### config.mk
export PLATFORM = sky130hd
export DESIGN_NAME = button_autorepeat_engine
export DESIGN_NICKNAME = d
export VERILOG_FILES = /design/src/rtl/core/bae_pkg.sv /design/src/rtl/core/button_autorepeat_engine.sv /design/src/rtl/core/bae_ram.sv /design/src/rtl/core/bae_engine.sv
export VERILOG_INCLUDE_DIRS = /design/src /design/src/rtl/core
export SDC_FILE = /design/constraint.sdc
export NUM_CORES = 2
export LEC_CHECK = 0
export BUFFER_PORTS_ARGS = -buffer_cell sky130_fd_sc_hd__buf_2
export CAP_MARGIN = 0
export CORE_MARGIN = 1.5
export CORE_UTILIZATION = 30
export DETAILED_ROUTE_END_ITERATION = 8
export GPL_ROUTABILITY_DRIVEN = 0
export PLACE_DENSITY_LB_ADDON = 0.2
export SLEW_MARGIN = 10
export SYNTH_ARGS = -nofsm -noshare
export SYNTH_HDL_FRONTEND = slang
export SYNTH_SLANG_ARGS = --single-unit
### constraint.sdc
create_clock -name clk -period 14.1 [get_ports clk]
set_input_delay 2.82 -clock clk [delete_from_list [all_inputs] [get_ports clk]]
set_output_delay 2.82 -clock clk [all_outputs]
set_load 0.05 [all_outputs]
### src/rtl/core/button_autorepeat_engine_macros.svh
// Assertion macros shared by the button auto-repeat engine RTL.
`ifndef BUTTON_AUTOREPEAT_ENGINE_MACROS_SVH
`define BUTTON_AUTOREPEAT_ENGINE_MACROS_SVH

`ifndef SYNTHESIS
`define BAE_ASSERT_SAME(lbl, clk, rst, ante, cons) \
  lbl: assert property (@(posedge clk) disable iff (rst) (ante) |-> (cons)) \
    else $error("button autorepeat engine assertion failed");
`define BAE_ASSERT_NEXT(lbl, clk, rst, ante, cons) \
  lbl: assert property (@(posedge clk) disable iff (rst) (ante) |=> (cons)) \
    else $error("button autorepeat engine assertion failed");
`else
`define BAE_ASSERT_SAME(lbl, clk, rst, ante, cons)
`define BAE_ASSERT_NEXT(lbl, clk, rst, ante, cons)
`endif

`endif

### src/rtl/core/bae_pkg.sv
// Types, constants and the action-to-button map of the button auto-repeat engine.
package bae_pkg;

  localparam int NUM_ACTIONS_DEFAULT = 15;
  localparam int TIME_BITS_DEFAULT = 32;
  localparam int ACT_SLOTS = 16;
  localparam int SLOT_W = 4;
  localparam int BTN_W = 16;
  localparam int MASK_W = 15;
  localparam int DELAY_W = 16;
  localparam int STAMP_W = 32;
  localparam int CFG_IDX_W = 3;
  localparam int CFG_DATA_W = 16;

  typedef enum logic [CFG_IDX_W-1:0] {
    CFG_FIRST_DELAY   = 3'd0,
    CFG_SLOW_INTERVAL = 3'd1,
    CFG_FAST_INTERVAL = 3'd2,
    CFG_RAMP_TIME     = 3'd3,
    CFG_REPEAT_ENABLE = 3'd4
  } cfg_reg_t;

  localparam logic [DELAY_W-1:0] FIRST_DELAY_RESET = 16'd380;
  localparam logic [DELAY_W-1:0] SLOW_INTERVAL_RESET = 16'd110;
  localparam logic [DELAY_W-1:0] FAST_INTERVAL_RESET = 16'd45;
  localparam logic [DELAY_W-1:0] RAMP_TIME_RESET = 16'd1500;
  localparam logic [MASK_W-1:0] REPEAT_ENABLE_RESET = 15'h030F;

  localparam logic [BTN_W-1:0] ACT_BIT [ACT_SLOTS] = '{
    16'h0010, 16'h0040, 16'h0080, 16'h0020,
    16'h4000, 16'h2000, 16'h1000, 16'h8000,
    16'h0400, 16'h0800, 16'h0100, 16'h0200,
    16'h0008, 16'h0002, 16'h0004, 16'h0001
  };

  typedef struct packed {
    logic [BTN_W-1:0]   buttons;
    logic [STAMP_W-1:0] time_ms;
  } sample_t;

  typedef struct packed {
    logic [MASK_W-1:0] pressed;
    logic [MASK_W-1:0] repeated;
    logic [MASK_W-1:0] fired;
    logic [BTN_W-1:0]  held_buttons;
    logic [BTN_W-1:0]  new_edges;
    logic              any_new;
  } result_t;

  typedef struct packed {
    logic [DELAY_W-1:0] first_delay_ms;
    logic [DELAY_W-1:0] slow_interval_ms;
    logic [DELAY_W-1:0] fast_interval_ms;
    logic [DELAY_W-1:0] ramp_time_ms;
    logic [MASK_W-1:0]  repeat_enable;
  } cfg_t;

  typedef struct packed {
    logic can_start;
    logic done;
  } eng_status_t;

  function automatic logic [BTN_W-1:0] act_mask(input logic [SLOT_W-1:0] slot);
    return ACT_BIT[slot];
  endfunction

endpackage

### src/rtl/core/button_autorepeat_engine.sv
// Top level of the button auto-repeat engine: configuration, sample intake and result register.
//
// A pad sample (button word and millisecond time) enters on the sample channel when
// sample_valid is high and sample_stall is low. Each sample yields exactly one result
// transaction on the result channel, taken when result_valid is high and result_stall low.
// The per-action hold start and repeat deadline live in two small RAMs. A sample is
// swept through the actions one per cycle while the sweep is not frozen, reading,
// updating and writing back each action's timers. The next sample can be taken as the
// sweep issues the last action of the current one. Its result passes from the issue and
// process stages into the output register.
// A finished result waits in the output register while the next sample is swept. If the
// receiver stalls and the next sample finishes, the sweep freezes and sample_stall rises
// until the result register is emptied.
// Registers are written on the cfg channel, which is always ready; writes are meant to
// happen while no sample is in flight. Reset restores the register defaults, clears the
// previous button word and marks every action's timers as zero without a clearing pass.
`include "button_autorepeat_engine_macros.svh"

module button_autorepeat_engine #(
  parameter int NUM_ACTIONS = bae_pkg::NUM_ACTIONS_DEFAULT,
  parameter int TIME_BITS = bae_pkg::TIME_BITS_DEFAULT
) (
  input  logic                              clk,
  input  logic                              rst,
  input  logic                              sample_valid,
  output logic                              sample_stall,
  input  bae_pkg::sample_t                  sample,
  output logic                              result_valid,
  input  logic                              result_stall,
  output bae_pkg::result_t                  result,
  input  logic                              cfg_valid,
  output logic                              cfg_ready,
  input  logic [bae_pkg::CFG_IDX_W-1:0]     cfg_index,
  input  logic [bae_pkg::CFG_DATA_W-1:0]    cfg_data
);

  import bae_pkg::*;

  cfg_t             cfg;
  logic [BTN_W-1:0] last_buttons;
  logic [BTN_W-1:0] edges;
  logic             start;
  logic             advance;
  eng_status_t      status;
  result_t          done_result;

  assign cfg_ready = 1'b1;
  assign edges = sample.buttons & ~last_buttons;
  assign start = sample_valid && status.can_start;
  assign sample_stall = !status.can_start;
  assign advance = !(status.done && result_valid && result_stall);

  always_ff @(posedge clk) begin
    if (rst) begin
      cfg.first_delay_ms <= FIRST_DELAY_RESET;
      cfg.slow_interval_ms <= SLOW_INTERVAL_RESET;
      cfg.fast_interval_ms <= FAST_INTERVAL_RESET;
      cfg.ramp_time_ms <= RAMP_TIME_RESET;
      cfg.repeat_enable <= REPEAT_ENABLE_RESET;
    end else if (cfg_valid && cfg_ready) begin
      unique case (cfg_reg_t'(cfg_index))
        CFG_FIRST_DELAY: begin
          cfg.first_delay_ms <= cfg_data;
        end
        CFG_SLOW_INTERVAL: begin
          cfg.slow_interval_ms <= cfg_data;
        end
        CFG_FAST_INTERVAL: begin
          cfg.fast_interval_ms <= cfg_data;
        end
        CFG_RAMP_TIME: begin
          cfg.ramp_time_ms <= cfg_data;
        end
        CFG_REPEAT_ENABLE: begin
          cfg.repeat_enable <= cfg_data[MASK_W-1:0];
        end
        default: begin
        end
      endcase
    end
  end

  always_ff @(posedge clk) begin
    if (rst) begin
      last_buttons <= '0;
      result_valid <= 1'b0;
    end else begin
      if (start) begin
        last_buttons <= sample.buttons;
      end
      if (advance && status.done) begin
        result_valid <= 1'b1;
      end else if (!result_stall) begin
        result_valid <= 1'b0;
      end
    end
  end

  always_ff @(posedge clk) begin
    if (advance && status.done) begin
      result <= done_result;
    end
  end

  bae_engine #(.NUM_ACTIONS(NUM_ACTIONS), .TIME_BITS(TIME_BITS)) u_engine (
    .clk           (clk),
    .rst           (rst),
    .start         (start),
    .start_buttons (sample.buttons),
    .start_edges   (edges),
    .start_now     (TIME_BITS'(sample.time_ms)),
    .cfg           (cfg),
    .advance       (advance),
    .status        (status),
    .done_result   (done_result)
  );

  `BAE_ASSERT_SAME(a_full_blocks_intake, clk, rst, status.done && result_valid && result_stall, sample_stall)
  `BAE_ASSERT_SAME(a_fired_is_union, clk, rst, result_valid, result.fired == (result.pressed | result.repeated))
  `BAE_ASSERT_SAME(a_edges_are_held, clk, rst, result_valid, (result.new_edges & ~result.held_buttons) == '0)
  `BAE_ASSERT_NEXT(a_done_loads_result, clk, rst, status.done && !(result_valid && result_stall), result_valid)

endmodule

### src/rtl/core/bae_ram.sv
// Generic single-write, single-read RAM with a registered read port.
module bae_ram #(
  parameter int WIDTH = bae_pkg::TIME_BITS_DEFAULT,
  parameter int DEPTH = bae_pkg::NUM_ACTIONS_DEFAULT,
  localparam int AW = (DEPTH > 1) ? $clog2(DEPTH) : 1
) (
  input  logic             clk,
  input  logic             we,
  input  logic [AW-1:0]    waddr,
  input  logic [WIDTH-1:0] wdata,
  input  logic             re,
  input  logic [AW-1:0]    raddr,
  output logic [WIDTH-1:0] rdata
);

  logic [WIDTH-1:0] mem [DEPTH];

  always_ff @(posedge clk) begin
    if (we) begin
      mem[waddr] <= wdata;
    end
    if (re) begin
      rdata <= mem[raddr];
    end
  end

endmodule

### src/rtl/core/bae_engine.sv
// Per-action sweep: reads the timer RAMs, updates one action a cycle unless frozen and writes back.
module bae_engine #(
  parameter int NUM_ACTIONS = bae_pkg::NUM_ACTIONS_DEFAULT,
  parameter int TIME_BITS = bae_pkg::TIME_BITS_DEFAULT
) (
  input  logic                             clk,
  input  logic                             rst,
  input  logic                             start,
  input  logic [bae_pkg::BTN_W-1:0]        start_buttons,
  input  logic [bae_pkg::BTN_W-1:0]        start_edges,
  input  logic [TIME_BITS-1:0]             start_now,
  input  bae_pkg::cfg_t                    cfg,
  input  logic                             advance,
  output bae_pkg::eng_status_t             status,
  output bae_pkg::result_t                 done_result
);

  import bae_pkg::*;

  localparam int IDX_W = (NUM_ACTIONS > 1) ? $clog2(NUM_ACTIONS) : 1;
  localparam logic [IDX_W-1:0] LAST_IDX = IDX_W'(NUM_ACTIONS - 1);

  logic                 iss_busy;
  logic [IDX_W-1:0]     iss_idx;
  logic [BTN_W-1:0]     iss_buttons;
  logic [BTN_W-1:0]     iss_edges;
  logic [TIME_BITS-1:0] iss_now;
  logic [TIME_BITS-1:0] iss_sum_first;
  logic [TIME_BITS-1:0] iss_sum_slow;
  logic [TIME_BITS-1:0] iss_sum_fast;
  logic                 iss_last;

  logic                 proc_valid;
  logic [IDX_W-1:0]     proc_idx;
  logic                 proc_last;
  logic [BTN_W-1:0]     proc_buttons;
  logic [BTN_W-1:0]     proc_edges;
  logic [TIME_BITS-1:0] proc_now;
  logic [TIME_BITS-1:0] proc_sum_first;
  logic [TIME_BITS-1:0] proc_sum_slow;
  logic [TIME_BITS-1:0] proc_sum_fast;
  logic [ACT_SLOTS-1:0] acc_pressed;
  logic [ACT_SLOTS-1:0] acc_repeated;

  logic                 valid_bits [NUM_ACTIONS];
  logic                 rd_valid;
  logic                 fwd_hit;
  logic [TIME_BITS-1:0] fwd_hold;
  logic [TIME_BITS-1:0] fwd_dead;

  logic [TIME_BITS-1:0] ram_hold;
  logic [TIME_BITS-1:0] ram_dead;
  logic [TIME_BITS-1:0] hold_cur;
  logic [TIME_BITS-1:0] dead_cur;
  logic [TIME_BITS-1:0] hold_new;
  logic [TIME_BITS-1:0] dead_new;
  logic [TIME_BITS-1:0] held;
  logic [SLOT_W-1:0]    slot;
  logic [BTN_W-1:0]     mask;
  logic [ACT_SLOTS-1:0] enable_all;
  logic [ACT_SLOTS-1:0] cur_pressed;
  logic [ACT_SLOTS-1:0] cur_repeated;
  logic                 press_bit;
  logic                 rep_bit;
  logic                 rd_en;
  logic                 wr_en;

  assign iss_last = (iss_idx == LAST_IDX);
  assign rd_en = advance && iss_busy;
  assign wr_en = advance && proc_valid;
  assign status.can_start = advance && (!iss_busy || iss_last);
  assign status.done = proc_valid && proc_last;

  bae_ram #(.WIDTH(TIME_BITS), .DEPTH(NUM_ACTIONS)) u_hold_ram (
    .clk   (clk),
    .we    (wr_en),
    .waddr (proc_idx),
    .wdata (hold_new),
    .re    (rd_en),
    .raddr (iss_idx),
    .rdata (ram_hold)
  );

  bae_ram #(.WIDTH(TIME_BITS), .DEPTH(NUM_ACTIONS)) u_dead_ram (
    .clk   (clk),
    .we    (wr_en),
    .waddr (proc_idx),
    .wdata (dead_new),
    .re    (rd_en),
    .raddr (iss_idx),
    .rdata (ram_dead)
  );

  always_ff @(posedge clk) begin
    if (rst) begin
      iss_busy <= 1'b0;
      proc_valid <= 1'b0;
      fwd_hit <= 1'b0;
      for (int i = 0; i < NUM_ACTIONS; i++) begin
        valid_bits[i] <= 1'b0;
      end
    end else if (advance) begin
      if (start) begin
        iss_busy <= 1'b1;
      end else if (iss_last) begin
        iss_busy <= 1'b0;
      end
      proc_valid <= iss_busy;
      if (proc_valid) begin
        valid_bits[proc_idx] <= 1'b1;
      end
      fwd_hit <= proc_valid && iss_busy && (proc_idx == iss_idx);
    end
  end

  always_ff @(posedge clk) begin
    if (advance) begin
      if (start) begin
        iss_idx <= '0;
        iss_buttons <= start_buttons;
        iss_edges <= start_edges;
        iss_now <= start_now;
        iss_sum_first <= start_now + TIME_BITS'(cfg.first_delay_ms);
        iss_sum_slow <= start_now + TIME_BITS'(cfg.slow_interval_ms);
        iss_sum_fast <= start_now + TIME_BITS'(cfg.fast_interval_ms);
      end else if (iss_busy) begin
        iss_idx <= iss_idx + 1'b1;
      end
      proc_idx <= iss_idx;
      proc_last <= iss_last;
      proc_buttons <= iss_buttons;
      proc_edges <= iss_edges;
      proc_now <= iss_now;
      proc_sum_first <= iss_sum_first;
      proc_sum_slow <= iss_sum_slow;
      proc_sum_fast <= iss_sum_fast;
      rd_valid <= valid_bits[iss_idx];
      fwd_hold <= hold_new;
      fwd_dead <= dead_new;
      acc_pressed <= cur_pressed;
      acc_repeated <= cur_repeated;
    end
  end

  always_comb begin
    slot = SLOT_W'(proc_idx);
    mask = act_mask(slot);
    enable_all = {1'b0, cfg.repeat_enable};
    hold_cur = fwd_hit ? fwd_hold : (rd_valid ? ram_hold : '0);
    dead_cur = fwd_hit ? fwd_dead : (rd_valid ? ram_dead : '0);
    held = proc_now - hold_cur;
    hold_new = hold_cur;
    dead_new = dead_cur;
    press_bit = 1'b0;
    rep_bit = 1'b0;
    if ((proc_buttons & mask) == '0) begin
      hold_new = '0;
      dead_new = '0;
    end else if ((proc_edges & mask) != '0) begin
      press_bit = 1'b1;
      hold_new = proc_now;
      dead_new = proc_sum_first;
    end else if (enable_all[slot] && (proc_now >= dead_cur)) begin
      rep_bit = 1'b1;
      dead_new = (held < TIME_BITS'(cfg.ramp_time_ms)) ? proc_sum_slow : proc_sum_fast;
    end
    cur_pressed = ((proc_idx == '0) ? '0 : acc_pressed)
                  | (press_bit ? (ACT_SLOTS'(1) << slot) : '0);
    cur_repeated = ((proc_idx == '0) ? '0 : acc_repeated)
                   | (rep_bit ? (ACT_SLOTS'(1) << slot) : '0);
    done_result.pressed = cur_pressed[MASK_W-1:0];
    done_result.repeated = cur_repeated[MASK_W-1:0];
    done_result.fired = cur_pressed[MASK_W-1:0] | cur_repeated[MASK_W-1:0];
    done_result.held_buttons = proc_buttons;
    done_result.new_edges = proc_edges;
    done_result.any_new = |proc_edges;
  end

endmodule
==> summary.md <==
| Metric | Value |
|---|---|
| Pleak | `about 26 nW` |
| Crit path to | `u_engine.u_dead_ram.mem[6][31]` |
| First-pass GRT wire length | `282000 um` |
| Final Cycle Share | `0.560` |
| Mean post-synth cell area | `~16 um2` |
| Clk_skew | `0.0581 ns` |
| Least-Margin Pin Slew | `1.40 ns` |
| CP startpoint | `u_engine.fwd_hit` |
| Initial Util | `0.303` |
| Post-CTS Hold Buffers | `0` |
| Die height | `477 um` |
| Worst-skew pair later-pin latency | `approximately 0.84 ns` |
| Die width | `~480 um` |
| Vias per Instance | `5.10` |
| Vias in the first global route | `around 38000` |
| Clock tree sinks | `approximately 1600` |
| Worst R2R End | `u_engine.u_dead_ram.mem[6][31]` |
| Vias | `38400` |
| Fmax | `0.127 GHz` |
| Max-slew violations | `0` |
| Area post-placement | `72000 um2` |
| Grt total ovfl | `0` |
| Max-cap violations | `0` |
| Slowest CP cell | `dfxtp_4` |
| CTS H-tree lvls | `4` |
| Fraction of layout cells with a size suffix above 1 | `0.173` |
| Total setup buffers inserted after CTS | `0` |
| RSZ-0062 raised after global routing | `false` |
| EDFF count, synth | `1526` |
| Final hold vios | `0` |
| Clock root cell | `clkbuf_16` |
| Nets | `4616` |
| Final setup viols | `0` |
| Clock-pin slew on the worst setup and hold paths | `0.06 ns` |
| Fin Setup TNS | `0 ns` |
| Worst Path Max Fanout | `39` |
| P&R area growth vs syn | `15.0%` |
| Reg2reg setup slack | `roughly 6.2 ns` |
| Initial antenna violation count | `10` |
| Worst r2r src | `u_engine.fwd_hit` |
| Final Power | `12.3 mW` |
| CTS resizes | `0` |
| Row cnt | `about 170` |
| GRT Total Usage | `0.169` |
| NetSw | `3.27 mW` |
| Worst vdd ir | `0.152 mV` |
| CTS max path bufs | `3` |
| Final ANT Viol Nets | `0` |
| CORE AREA | `223000 um2` |
| FF+latch count, synth | `1641` |
| Crit-path max cell delay | `0.75 ns` |
| DP HPWL | `120000 um` |
| Detailed Route WL | `197000 um` |
| Worst setup margin | `6.20 ns` |
| PwrDens | `159 nW/um2` |
| Num CTS Buffers | `173` |
| Post-synth ARST share | `0` |
| TritonCTS clock tree | `built` |
| Distinct cells, synth | `72` |
| Arrival time at the worst endpoint | `8.24 ns` |
| Comb power frac | `0.139` |
| DIE AREA | `approximately 230000 um2` |
| Seq/Total Area, Yosys | `0.713` |
| Routed WL per cell | `~26 um` |
| Post-route DRC | `8` |
| Worst Path Required | `14.44 ns` |
| Router iterations before antenna repair | `9` |
| IO buf count | `151` |
| Startpoint Class | `flip-flop` |
| Mapped cell area | `67500 um2` |
| # IOs | `approximately 150` |
| Clock power frac | `0.369` |
| HP Class | `reg2reg` |
| Sequential Power Share | `0.492` |
| Largest net degree at the start of global routing | `122` |
| Violations in the final reports | `design-rule violations` |
| Final instance area | `77600 um2` |
| Syn_nets | `between 4000 and 5000` |
| Slew headroom | `0.0664` |
| Worst reg2reg path depth | `25` |
| Fin crit period | `7.90 ns` |
| Crit path kind | `reg2reg` |
| Status | `complete, but fails checks` |
| Int Pwr | `~9.0 mW` |
| Dpl ws | `6.24 ns` |
| Synth warnings | `0` |
| Iter 0 DRT Violations | `3613` |
| Sw Ratio | `0.265` |
| Endpoint class of the critical path | `flip-flop` |
| Syn Inst Count | `4230` |
| Post-synth top flop | `edfxtp_1` |
[per-stage QoR]
step | utilization | instances | hold slack [ns]
after floorplan | - | 4230 | 0.400
after global placement | 0.323 | 7212 | 0.400
after detailed placement | 0.323 | 7212 | 0.405
after CTS | 0.348 | 7531 | 0.386
after global routing | 0.348 | 7531 | 0.394
final | 0.348 | 7534 | 0.391
[registers in the layout, indices dropped and copies added, names as in the netlist, 78 cells and up]
signal and cells:
u_engine.u_dead_ram.mem 480, result 78, u_engine.u_hold_ram.mem 480, cfg 79
[worst min-delay path by stage]
stage	start	endpoint	slack [ns]	cells after the start
after floorplan	u_engine.iss_buttons[0]	u_engine.proc_buttons[0]	0.40	0
after detailed placement	u_engine.iss_buttons[4]	u_engine.proc_buttons[4]	0.40	0
final	u_engine.iss_sum_first[4]	u_engine.proc_sum_first[4]	0.39	0
after global routing	u_engine.iss_sum_first[4]	u_engine.proc_sum_first[4]	0.39	0
after global placement	u_engine.iss_sum_fast[2]	u_engine.proc_sum_fast[2]	0.40	0
after CTS	u_engine.iss_sum_first[4]	u_engine.proc_sum_first[4]	0.39	0
[placed cells by master, fill, tap and decap left out, types with 15 or more instances in the layout]
cell and count:
o211ai_1 58, a22o_1 56, mux2i_1 102, nor3_1 44, nor2b_1 95, clkbuf_16 176, o21ai_0 118, nand2_1 339
nor2_1 158, mux4_2 200, a2111oi_0 15, xnor2_1 54, a222oi_1 33, xor2_1 38, ha_1 128, o211ai_2 30
nand4_1 54, or2_2 23, a22oi_1 37, nand3_1 72, a21oi_1 215, edfxtp_1 1526, a211oi_1 96, clkinv_1 42
buf_2 150, nand3b_1 31, clkinv_2 27, buf_4 89, bufinv_16 15, dfxtp_1 114, a21o_1 31, and3_1 20
inv_1 89, and2_1 23, clkbuf_1 40
[cell families (layout without fill, tap and decap cells)]
| logic type | Yosys count | after routing | share of synthesized area |
|---|---|---|---|
| DFF | 1641 | 1641 | 0.713 |
| AOI/OAI and AO/OA | 792 | 792 | 0.0811 |
| muxes | 306 | 306 | 0.0825 |
| adders and majority gates | 132 | 132 | 0.0249 |
| and+or+nand+nor | 940 | 940 | 0.0678 |
| buffers and inverters | 326 | 652 | 0.0187 |
| xor gates and xnor gates | 92 | 92 | 0.0119 |
| other | 1 | 4 | 0.0000556 |
[power groups by stage]
stage | Sequential [mW] | Clock, mW | Combinational [mW]
2_1_floorplan | 6.10 | 0 | 1.09
3_3_place_gp | 6.16 | 0 | 1.71
3_5_place_dp | 6.16 | 0 | 1.73
4_1_cts | 6.06 | 4.64 | 1.74
5_1_grt | 6.08 | 4.83 | 1.88
6_report | 6.06 | 4.54 | 1.72
[metal layers]
layer | routed length [um] | share of wire | GRT usage
met1 | 90400 | 0.46 | 0.241
met2 | 91500 | 0.46 | 0.266
met3 | 9520 | 0.048 | 0.0256
met4 | 5720 | 0.029 | 0.0498
met5 | 0 | 0 | 0
[synthesized netlist by cell type, drive strengths merged, types with 13 or more instances]
cell type | instances | area, um2
nand2 | 339 | 1270
a211oi | 110 | 826
xnor2 | 54 | 473
o21a | 13 | 97.6
o21ai | 126 | 642
a22oi | 37 | 278
a222oi | 33 | 330
nor3 | 46 | 230
clkbuf | 189 | 709
ha | 128 | 1600
a21o | 31 | 233
a22o | 56 | 490
a2111oi | 15 | 131
mux2i | 102 | 1020
dfxtp | 115 | 2300
a21oi | 218 | 1100
mux4 | 200 | 4500
nand3b | 31 | 233
and2 | 34 | 213
nand3 | 72 | 360
and3 | 23 | 144
edfxtp | 1526 | 45800
inv | 91 | 342
nor2 | 163 | 612
nor2b | 97 | 607
xor2 | 38 | 333
nor4 | 14 | 93.8
buf | 46 | 211
or2 | 23 | 144
nand4 | 54 | 338
o211ai | 88 | 811
[critical path: cells and delay by family (launching register included)]
kind            cells  cell delay (ns)
xor+xnor            1             0.14
compound gates     11             2.51
buf+inv             2             0.89
flops               1             0.75
fa+ha+maj           2             0.64
simple gates        9             2.38
[area by class of cell]
cell class	count	area [um2]
antenna	3	7.51
clock buffer	216	4550
clock inverter	103	1060
fill	21400	145000
inverter	91	354
multi-input combinational	2263	18300
sequential	1641	48100
tap	2975	3720
timing repair buffer	242	1480
No activity file was read; power rests on OpenSTA's default activity.
